<file path="src/design/wbps_pkg.sv">
// Shared types, constants and helpers for the wildcard byte pattern scanner.
// Depends on nothing; every other file but wbps_req_if refers to it by scope.
package wbps_pkg;

   localparam int SIG_MAX  = 16;                 // longest signature in bytes
   localparam int SIG_BITS = SIG_MAX * 8;
   localparam int IDX_W    = $clog2(SIG_MAX);    // selects one signature byte
   localparam int LEN_W    = 5;                  // signature_length register
   localparam int WORD_W   = 32;
   localparam int CSR_W    = 64;

   typedef enum logic [2:0] {
      CSR_SIG_LOW    = 3'd0,
      CSR_SIG_HIGH   = 3'd1,
      CSR_WILD_MASK  = 3'd2,
      CSR_SIG_LENGTH = 3'd3,
      CSR_MATCH_IDX  = 3'd4,
      CSR_BASE_ADDR  = 3'd5,
      CSR_ADDR_OFS   = 3'd6
   } csr_addr_type;

   // one result as it leaves the block
   typedef struct packed {
      logic [WORD_W-1:0] match_start;
      logic [WORD_W-1:0] match_number;
      logic              is_selected;
      logic [WORD_W-1:0] match_address;
      logic              done_res;
      logic              found;
   } rsp_type;

   // what one window cell compares its byte against
   typedef struct packed {
      logic [7:0] pat_byte;
      logic       care;
   } pat_type;

   // window movement for every cell
   typedef struct packed {
      logic shift;
      logic clear;
   } cell_ctl_type;

   // result queue status towards the scan stage
   typedef struct packed {
      logic can_push;
      logic not_empty;
   } obuf_stat_type;

   function automatic logic [7:0] sig_byte(input logic [SIG_BITS-1:0] sig,
                                           input logic [IDX_W-1:0]    idx);
      sig_byte = sig[idx*8 +: 8];
   endfunction

endpackage

</file>
<file path="src/design/wbps_req_if.sv">
// Request channel of the scanner: one buffer byte per request.
// Depends on nothing.
interface wbps_req_if;
   logic       valid;
   logic       ready;
   logic [7:0] data_byte;
   logic       last_byte;

   modport source (output valid, output data_byte, output last_byte, input ready);
   modport sink   (input valid, input data_byte, input last_byte, output ready);
endinterface

</file>
<file path="src/design/wbps_rsp_if.sv">
// Result channel of the scanner: match items and the end-of-buffer item.
// Depends on wbps_pkg for the word width.
interface wbps_rsp_if;
   logic                         valid;
   logic                         ready;
   logic [wbps_pkg::WORD_W-1:0]  match_start;
   logic [wbps_pkg::WORD_W-1:0]  match_number;
   logic                         is_selected;
   logic [wbps_pkg::WORD_W-1:0]  match_address;
   logic                         done_res;
   logic                         found;

   modport source (output valid, output match_start, output match_number,
                   output is_selected, output match_address, output done_res,
                   output found, input ready);
   modport sink   (input valid, input match_start, input match_number,
                   input is_selected, input match_address, input done_res,
                   input found, output ready);
endinterface

</file>
<file path="src/design/wbps_cell.sv">
// One window cell: holds a byte, passes it on, and compares the byte it is
// about to take against its pattern byte. Depends on wbps_pkg.
module wbps_cell (
   input  logic                   clock,
   input  logic                   reset,
   input  wbps_pkg::cell_ctl_type ctl,
   input  wbps_pkg::pat_type      pat,
   input  logic [7:0]             prev_byte,
   output logic [7:0]             byte_out,
   output logic                   match_out
);

   logic [7:0] byte_ff;
   logic [7:0] byte_in;

   always_comb begin
      byte_in = byte_ff;
      if (ctl.shift) begin
         byte_in = ctl.clear ? 8'h00 : prev_byte;
      end
   end

   always_ff @(posedge clock) begin
      if (reset) begin
         byte_ff <= 8'h00;
      end else begin
         byte_ff <= byte_in;
      end
   end

   // compare on the shifted-in byte, before any end-of-buffer clear
   assign match_out = !pat.care || (prev_byte == pat.pat_byte);
   assign byte_out  = byte_ff;

endmodule

</file>
<file path="src/design/wbps_obuf.sv">
// Two-entry result queue between the scan stage and the result channel.
// Depends on wbps_pkg for the result type.
module wbps_obuf (
   input  logic                    clock,
   input  logic                    reset,
   input  logic                    push,
   input  wbps_pkg::rsp_type       push_data,
   input  logic                    pop,
   output wbps_pkg::rsp_type       head,
   output wbps_pkg::obuf_stat_type stat
);

   wbps_pkg::rsp_type entry_ff [2];
   logic       wr_ptr_ff, wr_ptr_in;
   logic       rd_ptr_ff, rd_ptr_in;
   logic [1:0] count_ff, count_in;

   always_comb begin
      wr_ptr_in = wr_ptr_ff ^ push;
      rd_ptr_in = rd_ptr_ff ^ pop;
      count_in  = count_ff + 2'(push) - 2'(pop);
   end

   always_ff @(posedge clock) begin
      if (reset) begin
         wr_ptr_ff <= 1'b0;
         rd_ptr_ff <= 1'b0;
         count_ff  <= 2'd0;
      end else begin
         wr_ptr_ff <= wr_ptr_in;
         rd_ptr_ff <= rd_ptr_in;
         count_ff  <= count_in;
      end
   end

   always_ff @(posedge clock) begin
      if (push) begin
         entry_ff[wr_ptr_ff] <= push_data;
      end
   end

   assign head           = entry_ff[rd_ptr_ff];
   assign stat.not_empty = (count_ff != 2'd0);
   // decide on the registered count only, so the request side never waits on rsp ready
   assign stat.can_push  = (count_ff != 2'd2);

endmodule

</file>
<file path="src/design/wildcard_byte_pattern_scanner.sv">
// Top level of the wildcard byte pattern scanner: window cells, scan stage,
// result queue and registers. Depends on wbps_pkg, wbps_req_if, wbps_rsp_if,
// wbps_cell and wbps_obuf.
//
//   channel    role    moves                       handshake
//   req_chan   sink    data_byte, last_byte        valid / ready
//   rsp_chan   source  match or end-of-buffer item valid / ready
//   csr_*      write   register index, 64b data    csr_we, no wait
//
// One request is taken per cycle while the result queue has room; a request
// with a match and last_byte set yields two results and holds the scan stage
// until both are queued.
// The window cells compare and shift on the accept edge; the scan stage then
// numbers the match and forms the address; a two-entry queue drives rsp_chan.
// Reset is synchronous and clears the stream state and registers at once.
// A stalled rsp_chan fills the queue, then holds req_chan ready low.
module wildcard_byte_pattern_scanner (
   input  logic                               clock,
   input  logic                               reset,
   wbps_req_if.sink                           req_chan,
   wbps_rsp_if.source                         rsp_chan,
   input  logic                               csr_we,
   input  logic [2:0]                         csr_index,
   input  logic [wbps_pkg::CSR_W-1:0]         csr_wdata
);

   localparam int SM = wbps_pkg::SIG_MAX;
   localparam int LW = wbps_pkg::LEN_W;
   localparam int WW = wbps_pkg::WORD_W;

   // registers
   logic [63:0]        sig_low_ff;
   logic [63:0]        sig_high_ff;
   logic [15:0]        wild_ff;
   logic [LW-1:0]      len_ff;
   logic [WW-1:0]      index_ff;
   logic [WW-1:0]      base_ff;
   logic [WW-1:0]      offset_ff;

   always_ff @(posedge clock) begin
      if (reset) begin
         sig_low_ff  <= '0;
         sig_high_ff <= '0;
         wild_ff     <= '0;
         len_ff      <= LW'(1);
         index_ff    <= '0;
         base_ff     <= '0;
         offset_ff   <= '0;
      end else if (csr_we) begin
         unique case (csr_index)
            wbps_pkg::CSR_SIG_LOW:    sig_low_ff  <= csr_wdata;
            wbps_pkg::CSR_SIG_HIGH:   sig_high_ff <= csr_wdata;
            wbps_pkg::CSR_WILD_MASK:  wild_ff     <= csr_wdata[15:0];
            wbps_pkg::CSR_SIG_LENGTH: len_ff      <= csr_wdata[LW-1:0];
            wbps_pkg::CSR_MATCH_IDX:  index_ff    <= csr_wdata[WW-1:0];
            wbps_pkg::CSR_BASE_ADDR:  base_ff     <= csr_wdata[WW-1:0];
            wbps_pkg::CSR_ADDR_OFS:   offset_ff   <= csr_wdata[WW-1:0];
            default: ;
         endcase
      end
   end

   logic [wbps_pkg::SIG_BITS-1:0] sig_all;
   logic [LW-1:0]                 len_sat;
   logic [LW-1:0]                 len_m1;

   assign sig_all = {sig_high_ff, sig_low_ff};
   assign len_sat = (len_ff > LW'(SM)) ? LW'(SM) : len_ff;
   assign len_m1  = (len_sat == '0) ? '0 : len_sat - LW'(1);

   // handshake between request side and scan stage
   logic                    accept;
   logic                    b_finish;
   logic                    b_vld_ff;

   assign req_chan.ready = !b_vld_ff || b_finish;
   assign accept         = req_chan.valid && req_chan.ready;

   // window cells, cell 0 newest
   wbps_pkg::cell_ctl_type cell_ctl;
   logic [7:0]             cell_byte [SM];
   logic [SM-1:0]          cell_match;

   assign cell_ctl.shift = accept;
   assign cell_ctl.clear = req_chan.last_byte;

   for (genvar k = 0; k < SM; k++) begin : g_cell
      localparam logic [LW-1:0] CELL_POS = LW'(k);
      wbps_pkg::pat_type          pat;
      logic [LW-1:0]              sig_pos;
      logic [7:0]                 prev_byte;

      // newest byte sits at signature position len-1
      assign sig_pos      = len_m1 - CELL_POS;
      assign pat.pat_byte = wbps_pkg::sig_byte(sig_all, sig_pos[wbps_pkg::IDX_W-1:0]);
      assign pat.care     = (CELL_POS < len_sat) && !wild_ff[sig_pos[wbps_pkg::IDX_W-1:0]];

      if (k == 0) begin : g_head
         assign prev_byte = req_chan.data_byte;
      end else begin : g_link
         assign prev_byte = cell_byte[k-1];
      end

      wbps_cell u_cell (
         .clock     (clock),
         .reset     (reset),
         .ctl       (cell_ctl),
         .pat       (pat),
         .prev_byte (prev_byte),
         .byte_out  (cell_byte[k]),
         .match_out (cell_match[k])
      );
   end

   // fill level and byte position
   logic [LW-1:0] fill_ff, fill_in, fill_inc;
   logic [WW-1:0] pos_ff, pos_in;
   logic          hit_now;

   always_comb begin
      fill_inc = (fill_ff == LW'(SM)) ? fill_ff : fill_ff + LW'(1);
      fill_in  = fill_ff;
      pos_in   = pos_ff;
      if (accept) begin
         fill_in = req_chan.last_byte ? '0 : fill_inc;
         pos_in  = req_chan.last_byte ? '0 : pos_ff + WW'(1);
      end
      hit_now = (fill_inc >= len_sat) && (&cell_match);
   end

   always_ff @(posedge clock) begin
      if (reset) begin
         fill_ff <= '0;
         pos_ff  <= '0;
      end else begin
         fill_ff <= fill_in;
         pos_ff  <= pos_in;
      end
   end

   // scan stage
   logic          b_hit_ff;
   logic          b_last_ff;
   logic          b_msent_ff, b_msent_in;
   logic [WW-1:0] b_start_ff;
   logic          b_vld_in;
   logic [WW-1:0] count_ff, count_in;
   logic          seen_ff, seen_in;
   logic          match_pend;
   logic          push;
   logic          sel;
   wbps_pkg::rsp_type       push_data;
   wbps_pkg::rsp_type       head;
   wbps_pkg::obuf_stat_type obuf_stat;

   always_comb begin
      match_pend = b_hit_ff && !b_msent_ff;
      push       = b_vld_ff && obuf_stat.can_push && (match_pend || b_last_ff);
      b_finish   = b_vld_ff && (!(match_pend || b_last_ff) ||
                                (obuf_stat.can_push && !(match_pend && b_last_ff)));
      sel        = (count_ff == index_ff);

      push_data = '0;
      if (match_pend) begin
         push_data.match_start   = b_start_ff;
         push_data.match_number  = count_ff;
         push_data.is_selected   = sel;
         push_data.match_address = base_ff + offset_ff + b_start_ff;
      end else begin
         push_data.done_res = 1'b1;
         push_data.found    = seen_ff;
      end

      count_in   = count_ff;
      seen_in    = seen_ff;
      b_msent_in = b_msent_ff;
      if (push && match_pend) begin
         count_in   = count_ff + WW'(1);
         seen_in    = seen_ff || sel;
         b_msent_in = 1'b1;
      end else if (push) begin
         // end of buffer: drop the stream counts
         count_in = '0;
         seen_in  = 1'b0;
      end
      if (accept) begin
         b_msent_in = 1'b0;
      end

      b_vld_in = b_vld_ff;
      if (accept) begin
         b_vld_in = 1'b1;
      end else if (b_finish) begin
         b_vld_in = 1'b0;
      end
   end

   always_ff @(posedge clock) begin
      if (reset) begin
         b_vld_ff   <= 1'b0;
         b_msent_ff <= 1'b0;
         count_ff   <= '0;
         seen_ff    <= 1'b0;
      end else begin
         b_vld_ff   <= b_vld_in;
         b_msent_ff <= b_msent_in;
         count_ff   <= count_in;
         seen_ff    <= seen_in;
      end
   end

   always_ff @(posedge clock) begin
      if (accept) begin
         b_hit_ff   <= hit_now;
         b_last_ff  <= req_chan.last_byte;
         b_start_ff <= pos_ff - WW'(len_m1);
      end
   end

   wbps_obuf u_obuf (
      .clock     (clock),
      .reset     (reset),
      .push      (push),
      .push_data (push_data),
      .pop       (rsp_chan.valid && rsp_chan.ready),
      .head      (head),
      .stat      (obuf_stat)
   );

   assign rsp_chan.valid         = obuf_stat.not_empty;
   assign rsp_chan.match_start   = head.match_start;
   assign rsp_chan.match_number  = head.match_number;
   assign rsp_chan.is_selected   = head.is_selected;
   assign rsp_chan.match_address = head.match_address;
   assign rsp_chan.done_res      = head.done_res;
   assign rsp_chan.found         = head.found;

endmodule

</file>
<file path="src/flat_wrapper.sv">
// flat-port wrapper written by rule: the top's interface ports become plain ports
module wildcard_byte_pattern_scanner_flat 
  (clock, reset, csr_we, csr_index, csr_wdata, req_chan_valid, req_chan_data_byte, req_chan_last_byte, req_chan_ready, rsp_chan_valid, rsp_chan_match_start, rsp_chan_match_number, rsp_chan_is_selected, rsp_chan_match_address, rsp_chan_done_res, rsp_chan_found, rsp_chan_ready);
  wbps_req_if req_chan_i ();
  wbps_rsp_if rsp_chan_i ();
  input  logic clock;
  input  logic reset;
  input  logic csr_we;
  input  logic [2:0] csr_index;
  input  logic [wbps_pkg::CSR_W-1:0] csr_wdata;
  input wire logic [$bits(req_chan_i.valid)-1:0] req_chan_valid;
  input wire logic [$bits(req_chan_i.data_byte)-1:0] req_chan_data_byte;
  input wire logic [$bits(req_chan_i.last_byte)-1:0] req_chan_last_byte;
  output wire logic [$bits(req_chan_i.ready)-1:0] req_chan_ready;
  output wire logic [$bits(rsp_chan_i.valid)-1:0] rsp_chan_valid;
  output wire logic [$bits(rsp_chan_i.match_start)-1:0] rsp_chan_match_start;
  output wire logic [$bits(rsp_chan_i.match_number)-1:0] rsp_chan_match_number;
  output wire logic [$bits(rsp_chan_i.is_selected)-1:0] rsp_chan_is_selected;
  output wire logic [$bits(rsp_chan_i.match_address)-1:0] rsp_chan_match_address;
  output wire logic [$bits(rsp_chan_i.done_res)-1:0] rsp_chan_done_res;
  output wire logic [$bits(rsp_chan_i.found)-1:0] rsp_chan_found;
  input wire logic [$bits(rsp_chan_i.ready)-1:0] rsp_chan_ready;
  assign req_chan_i.valid = req_chan_valid;
  assign req_chan_i.data_byte = req_chan_data_byte;
  assign req_chan_i.last_byte = req_chan_last_byte;
  assign req_chan_ready = req_chan_i.ready;
  assign rsp_chan_valid = rsp_chan_i.valid;
  assign rsp_chan_match_start = rsp_chan_i.match_start;
  assign rsp_chan_match_number = rsp_chan_i.match_number;
  assign rsp_chan_is_selected = rsp_chan_i.is_selected;
  assign rsp_chan_match_address = rsp_chan_i.match_address;
  assign rsp_chan_done_res = rsp_chan_i.done_res;
  assign rsp_chan_found = rsp_chan_i.found;
  assign rsp_chan_i.ready = rsp_chan_ready;
  wildcard_byte_pattern_scanner u_core (.clock(clock), .reset(reset), .req_chan(req_chan_i), .rsp_chan(rsp_chan_i), .csr_we(csr_we), .csr_index(csr_index), .csr_wdata(csr_wdata));
endmodule
</file>
<file path="config.mk">
export PLATFORM = sky130hd
export DESIGN_NAME = wildcard_byte_pattern_scanner_flat
export DESIGN_NICKNAME = d
export VERILOG_FILES = /design/src/design/wbps_pkg.sv /design/src/design/wbps_req_if.sv /design/src/design/wbps_rsp_if.sv /design/src/design/wbps_cell.sv /design/src/design/wbps_obuf.sv /design/src/design/wildcard_byte_pattern_scanner.sv /design/src/flat_wrapper.sv
export SDC_FILE = /design/constraint.sdc
export NUM_CORES = 2
export LEC_CHECK = 0
export BUFFER_PORTS_ARGS = -buffer_cell sky130_fd_sc_hd__buf_2
export CORE_ASPECT_RATIO = 1.25
export CORE_UTILIZATION = 55
export CTS_BUF_LIST = sky130_fd_sc_hd__clkbuf_2
export CTS_CLUSTER_DIAMETER = 30
export DETAILED_ROUTE_END_ITERATION = 16
export PLACE_DENSITY = 0.75
export SLEW_MARGIN = 10
export SYNTH_ARGS = -nofsm -noshare
export SYNTH_HDL_FRONTEND = slang
export SYNTH_SLANG_ARGS = --single-unit
export TNS_END_PERCENT = 1
</file>
<file path="constraint.sdc">
create_clock -name clock -period 10.5 [get_ports clock]
set_clock_uncertainty 0.1 [all_clocks]
set_input_delay 2.1 -clock clock [delete_from_list [all_inputs] [get_ports clock]]
set_output_delay 2.1 -clock clock [all_outputs]
set_load 0.01 [all_outputs]
</file>
=== Word-level counts from Yosys, hierarchy flattened ===
Memories as Yosys holds them, arrays and structs flattened. A register that Yosys moved wholly into a read port is not among the register bits.
Cells that the tools add are included.

* Flip-flop bits (word level): 475
* Bits in latches: 0
* Memory bits (writable): 198
* ROM bits: 0
* Output and inout bits: 101
* Logic and storage cells: 295
* Memories kept: 1

* Add/sub/neg operators: 24
* $mul: 0
* Div/mod/pow operators: 0
* Order comparisons: 34
* Equal/unequal tests: 25
* Shifts and indexed selects: 16
* Multiplexer cells: 63
* Bitwise gates (word level): 2
* Reductions and logical operators: 96

{| class="wikitable"
|+ Memory list
! memory !! words !! width !! read ports !! clocked after memory_dff !! wr ports !! line !! RTL
|-
| u_core.u_obuf.entry_ff || 2 || 99 || 1 || 1 || 1 || wbps_obuf.sv:13 || <nowiki>wbps_pkg::rsp_type entry_ff [2];</nowiki>
|}

{| class="wikitable"
|+ Operators with widths
! cell !! count
|-
| $shiftx 128x8->8 || 16
|-
| $eq 8x8->1 || 16
|-
| $mux 8 || 15
|-
| $mux 97 || 1
|-
| $mux 32 || 3
|-
| $lt 4x5->1 const B || 16
|-
| $add 32x1->32 const B || 2
|-
| $add 32x32->32 || 2
|-
| $bmux 1 s4 || 16
|-
| $lt 4x5->1 const A || 8
|-
| $logic_not 1->1 || 36
|-
| $eq 32x32->1 || 1
|-
| $sub 32x5->32 || 1
|-
| $sub 4x4->4 const B || 8
|-
| $logic_and 1x1->1 || 26
|-
| $mux 1 || 23
|-
| $logic_or 1x1->1 || 20
|-
| $lt 3x5->1 const A || 4
|-
| $mux 5 || 4
|-
| $reduce_and 16->1 || 1
|-
| $sub 4x3->4 const B || 4
|-
| $reduce_and 2->1 || 7
|-
| $lt 1x5->1 const A || 2
|-
| $lt 2x5->1 const A || 2
|-
| 19 further kinds || 26
|}

=== Logic depth before layout (Yosys ltp) ===
* Word-level depth: 13
* Depth in mapped cells: 28

=== By module ===
Synthesis repeated with hierarchy kept, for this count alone.

* Cell total of the unflattened synthesis: 3747
* Area total of the unflattened synthesis: 37415.9 µm²

{| class="wikitable"
|+ By module, submodules not included
! module !! times used !! cells each !! area each (µm²) !! sequential area each (µm²)
|-
| wildcard_byte_pattern_scanner || 1 || 2700 || 23697.7 || 7367.1
|-
| wbps_obuf || 1 || 327 || 7412.1 || 6025.8
|-
| wbps_cell || 16 || 45 || 394.1 || 160.2
|}

=== Least setup slack after synthesis ===
OpenSTA, ideal clock, no wires.

* Path kind: flip-flop to flip-flop
* Start point: reg u_core.len_ff[4]
* End point: reg u_core.b_hit_ff (data pin)
* Library setup time: 0.134 ns
* Arrival time: 5.845 ns
* Required time: 10.266 ns
* Setup slack: 4.421 ns
* Stages on the path, launching flop included: 28
* Path buffers: 11
* Period minus slack after synthesis: 6.079 ns
* Path through: dfxtp_1 > buf_4 > nor2b_1 > clkbuf_1 > inv_2 > buf_2 > buf_2 > buf_1 > ha_1 > nor4b_4 > nor2_4 > inv_2 > buf_2 > buf_2 > buf_1 > buf_1 > ha_1 > clkbuf_1 > inv_1 > clkbuf_1 > mux4_2 > mux2i_1 > mux2i_1 > xor2_1 > nor4_1 > a21oi_1 > a2111oi_0 > and4_1

* Longest elaborated chain between the ends: 13

{| class="wikitable"
|+ RTL lines
! what !! line !! RTL
|-
| start: declaration || wildcard_byte_pattern_scanner.sv:35 || <nowiki>logic [LW-1:0] len_ff;</nowiki>
|-
| start signal: assignment || wildcard_byte_pattern_scanner.sv:54 || <nowiki>wbps_pkg::CSR_SIG_LENGTH: len_ff <= csr_wdata[LW-1:0];</nowiki>
|-
| $gt 5x5->1 || wildcard_byte_pattern_scanner.sv:68 || <nowiki>assign len_sat = (len_ff > LW'(SM)) ? LW'(SM) : len_ff;</nowiki>
|-
| $mux 5 * || wildcard_byte_pattern_scanner.sv:68 ||
|-
| parallel branches: the longest is 10 deep, another holds $sub 5x1->5 || n/a ||
|-
| $logic_and 1x1->1 * || wildcard_byte_pattern_scanner.sv:128 || <nowiki>hit_now = (fill_inc >= len_sat) && (&cell_match);</nowiki>
|-
| net u_core.hit_now || wildcard_byte_pattern_scanner.sv:118 || <nowiki>logic hit_now;</nowiki>
|-
| end signal: assignment || wildcard_byte_pattern_scanner.sv:214 || <nowiki>b_hit_ff <= hit_now;</nowiki>
|-
| end: declaration || wildcard_byte_pattern_scanner.sv:142 || <nowiki>logic b_hit_ff;</nowiki>
|}

Mark *: on every way through the listed nets, which the timed path passes. The select of a mux whose other input is x is not followed.
A chain may end at the register's enable or synchronous reset.

=== Final worst setup path ===
Same ends and word-level chain as after synthesis.

==> impl_metrics.json <==
{
  "area_delta_synth_final_pct": 7.44,
  "grt_start_max_net_pins": 148,
  "maxSlewViolCount": 0,
  "root_buffer": "clkbuf_2",
  "synth_top_area_share_pct": 23.1,
  "p_clk_share_pct": 28.6,
  "die_y_um": 297,
  "critical_path_class": "reg2reg",
  "max_slew_margin_pct": 6.84,
  "die_width_um": 238,
  "reg2reg_to": "u_core.b_hit_ff",
  "clk_latency_ns": 1.46,
  "yosys_warnings": 0,
  "cp-endpoint": "u_core.b_hit_ff",
  "synth_enable_flop_cells": 232,
  "syn_avg_cell_area_um2": 8.99,
  "finish.instance_area_mm2": 0.0410,
  "netlist_area_mm2": 0.0382,
  "cp_slowest_cell": "or4b_4",
  "crit_fanout": 84,
  "synth_fp_nets": 4410,
  "internal-power_uw": 4070,
  "rr_startpoint": "u_core.len_ff[4]",
  "yosys.area.top_type": "dfxtp_1",
  "cp_cell_sequence": "clkinv_1, nand2_1, ha_1, or4b_4, and2_4, inv_1, ha_1, xnor2_4, buf_4, a21oi_1, o21ai_0, o211ai_1, a21o_1, a2111oi_0, a21oi_1, nor4_1, and4_1",
  "post_cts_buffers": 0,
  "antenna_found_initial": 5,
  "switchingPower_uw": 2060,
  "dpl-instance-area_mm2": 0.0395,
  "postCtsResizedCells": 0,
  "drcViolationCount": 0,
  "cts_tree": "yes",
  "synthTopCellsByArea": "dfxtp_1 (23%), edfxtp_1 (18%), nand2_1 (8.1%), a21oi_1 (6.1%), mux2i_1 (4.7%)",
  "clk_pin_slew_ns": 0.11,
  "fin_crit_sh_pct": 73.4,
  "netSwitchingFraction_pct": 33.6,
  "ys_ff_latch": 673,
  "rsz0062_at_grt": "false",
  "drive_gt1_share_pct": 15.4,
  "core.rowCount": 107,
  "gp_congestion": 1.11,
  "ir_drop_mv": 0.125,
  "setup_viol": 0,
  "critPathLaunch": "u_core.len_ff[4]",
  "worst-r2r-cell-count": 17,
  "finalNonFillerCells": 5379,
  "dp.cells": 5091,
  "async_flop_share_pct": 0,
  "arrival_ns": 8.90,
  "required_ns": 11.70,
  "cp_top_family": "simple AND/OR/NAND/NOR gates",
  "cts.sinks": 673,
  "die_area_mm2": 0.0705,
  "clock_path_buffers": 3,
  "max_stage_delay_ns": 0.82,
  "period_minus_slack_ns": 7.70,
  "worstMarginPinSlew_ns": 1.39,
  "core_area_mm2": 0.0684,
  "post-dp-hpwl_um": 96000,
  "grt_pass1_wl_um": 193000,
  "first_global_vias": 30800,
  "wl_per_cell_um": 24.5,
  "power_frac_comb_pct": 23.6,
  "fillers": 6034,
  "end_kind": "register",
  "firstDrtPassIters": 5,
  "globalRouteOverflowTotal": 0,
  "pwr-share-seq_pct": 47.7,
  "power.leakage_uw": 0.0151,
  "postCtsHoldBufs": 0,
  "drt_wl_total_um": 132000,
  "synth_seq_area_share_pct": 41.4,
  "fin_tns_setup_ns": 0,
  "synthCells": 4246,
  "power_density_mw_per_mm2": 150,
  "drt_iter0_markers": 3577,
  "worst-path-stages": 17,
  "final_nets": 4491,
  "status": "completed",
  "cts_buffers": 160,
  "hold_violations": 0,
  "cp.buffers_inverters": 3,
  "fmax_mhz": 130,
  "ys.flop_type": "dfxtp_1",
  "max_cap_violations": 0,
  "hp-class": "reg2reg",
  "synth_cell_types": 83,
  "track_usage_pct": 37.0,
  "drtAntennaViolNets": 0,
  "reg2reg_slack_ns": 2.80,
  "start_util_pct": 55.8,
  "via_count": 33400,
  "critPathLaunchType": "register",
  "portBuffers": 181,
  "io_pins": 182,
  "vias_per_cell": 6.20,
  "cts_max_level": 4
}
power groups by stage:
stage | Clock (uW) | Combinational, uW | Sequential (uW)
2_1_floorplan | 0 | 1010 | 2930
3_3_place_gp | 0 | 1410 | 2980
3_5_place_dp | 0 | 1430 | 2980
4_1_cts | 1800 | 1430 | 2930
5_1_grt | 1930 | 1550 | 2940
6_report | 1750 | 1450 | 2930
placed cells by master, fill, tap and decap left out, types with 48 or more instances in the layout:
cell type  netlist  routed
nor3_1          64      61
dfxtp_1        441     440
nand2_1        819     816
nand3_1        143     143
edfxtp_1       232     232
a22o_1         125     125
clkbuf_2         0     230
buf_2           37     180
nor2_1         194     189
xnor2_1        147     144
mux2_2         101     101
mux2i_1        179     179
xor2_1         106     106
a21boi_0       128     128
ha_1            51      48
o22ai_1        110     108
buf_4            7      49
and2_1          76      76
o21ai_0         88      88
a21oi_1        466     466
cell families (layout without fill, tap and decap cells):
group / after synthesis / count (layout) / synth area share (%)
and+or+nand+nor: 1494 / 1494 / 17.4
AOI/OAI and AO/OA: 1073 / 1073 / 17.7
DFF: 673 / 673 / 41.4
buffers and inverters: 338 / 541 / 3.68
muxes: 327 / 327 / 10.4
xor gates and xnor gates: 257 / 257 / 5.99
adders and majority gates: 84 / 84 / 3.38
other: 0 / 4 / 0
metrics by stage:
| step | power, uW | setup slack, ns | util (%) | hold slack (ns) |
|---|---|---|---|---|
| after CTS | 6150 | 2.99 | 59.9 | 0.375 |
| after detailed placement | 4410 | 3.08 | 57.7 | 0.359 |
| after global placement | 4390 | 3.13 | 57.7 | 0.345 |
| after floorplan | 3940 | 4.42 | - | 0.328 |
| after global routing | 6410 | 2.34 | 59.9 | 0.395 |
| final | 6130 | 2.80 | 59.9 | 0.373 |
flip-flops by register name, indices dropped and copies added, names as in the netlist, 2 cells and up:
| signal | cells |
|---|---|
| u_core.wild_ff | 16 |
| u_core.index_ff | 32 |
| u_core.pos_ff | 32 |
| u_core.u_obuf.entry_ff | 198 |
| u_core.count_ff | 32 |
| u_core.b_start_ff | 32 |
| u_core.u_obuf.count_ff | 2 |
| u_core.offset_ff | 32 |
| u_core.base_ff | 32 |
| u_core.sig_high_ff | 64 |
| u_core.sig_low_ff | 64 |
| u_core.fill_ff | 5 |
| u_core.g_cell.u_cell.byte_out | 120 |
| u_core.len_ff | 5 |
metal layers:
| layer | share of wire [%] | wire (um) | GRT usage, % |
|---|---|---|---|
| met1 | 37 | 48900 | 42.9 |
| met2 | 46 | 60600 | 59.6 |
| met3 | 7.7 | 10200 | 7.63 |
| met4 | 9.1 | 12000 | 29.8 |
| met5 | 0.026 | 34 | 0 |
cells in the mapped netlist, drive strengths merged (69+ instances only):
| cell type | instances |
|---|---|
| a21boi | 128 |
| a21oi | 466 |
| a22o | 125 |
| and2 | 77 |
| buf | 69 |
| clkbuf | 242 |
| dfxtp | 441 |
| edfxtp | 232 |
| mux2 | 101 |
| mux2i | 181 |
| nand2 | 820 |
| nand3 | 143 |
| nor2 | 196 |
| o21ai | 90 |
| o22ai | 111 |
| xnor2 | 149 |
| xor2 | 107 |
worst min-delay path: cells and delay by family (launching register included):
family | cells | cell delay, ns
compound gates | 1 | 0.05
simple gates | 1 | 0.05
flops | 1 | 0.33
final cells by class:
cell class,instances,area (um2),area share [%]
clock buffers,230,1150,2.81
repair buffers,230,1280,3.13
well taps,926,1160,2.83
diodes,4,10.0,0.0244
multi-input cells,3235,21100,51.6
clock inverters,54,358,0.873
flip-flops and latches,673,15800,38.5
inverters,27,105,0.256
worst min path at each step:
stage / startpoint / to / slack [ns] / depth (start not counted)
global route: u_core.offset_ff[13] / u_core.offset_ff[13] / 0.39 / 2
global placement: u_core.seen_ff / u_core.seen_ff / 0.35 / 2
CTS: u_core.base_ff[7] / u_core.base_ff[7] / 0.38 / 2
finish: u_core.index_ff[4] / u_core.index_ff[4] / 0.37 / 2
detailed placement: u_core.seen_ff / u_core.seen_ff / 0.36 / 2
floorplan: u_core.seen_ff / u_core.seen_ff / 0.33 / 2
Note: power is estimated with default switching activity, not from simulation.
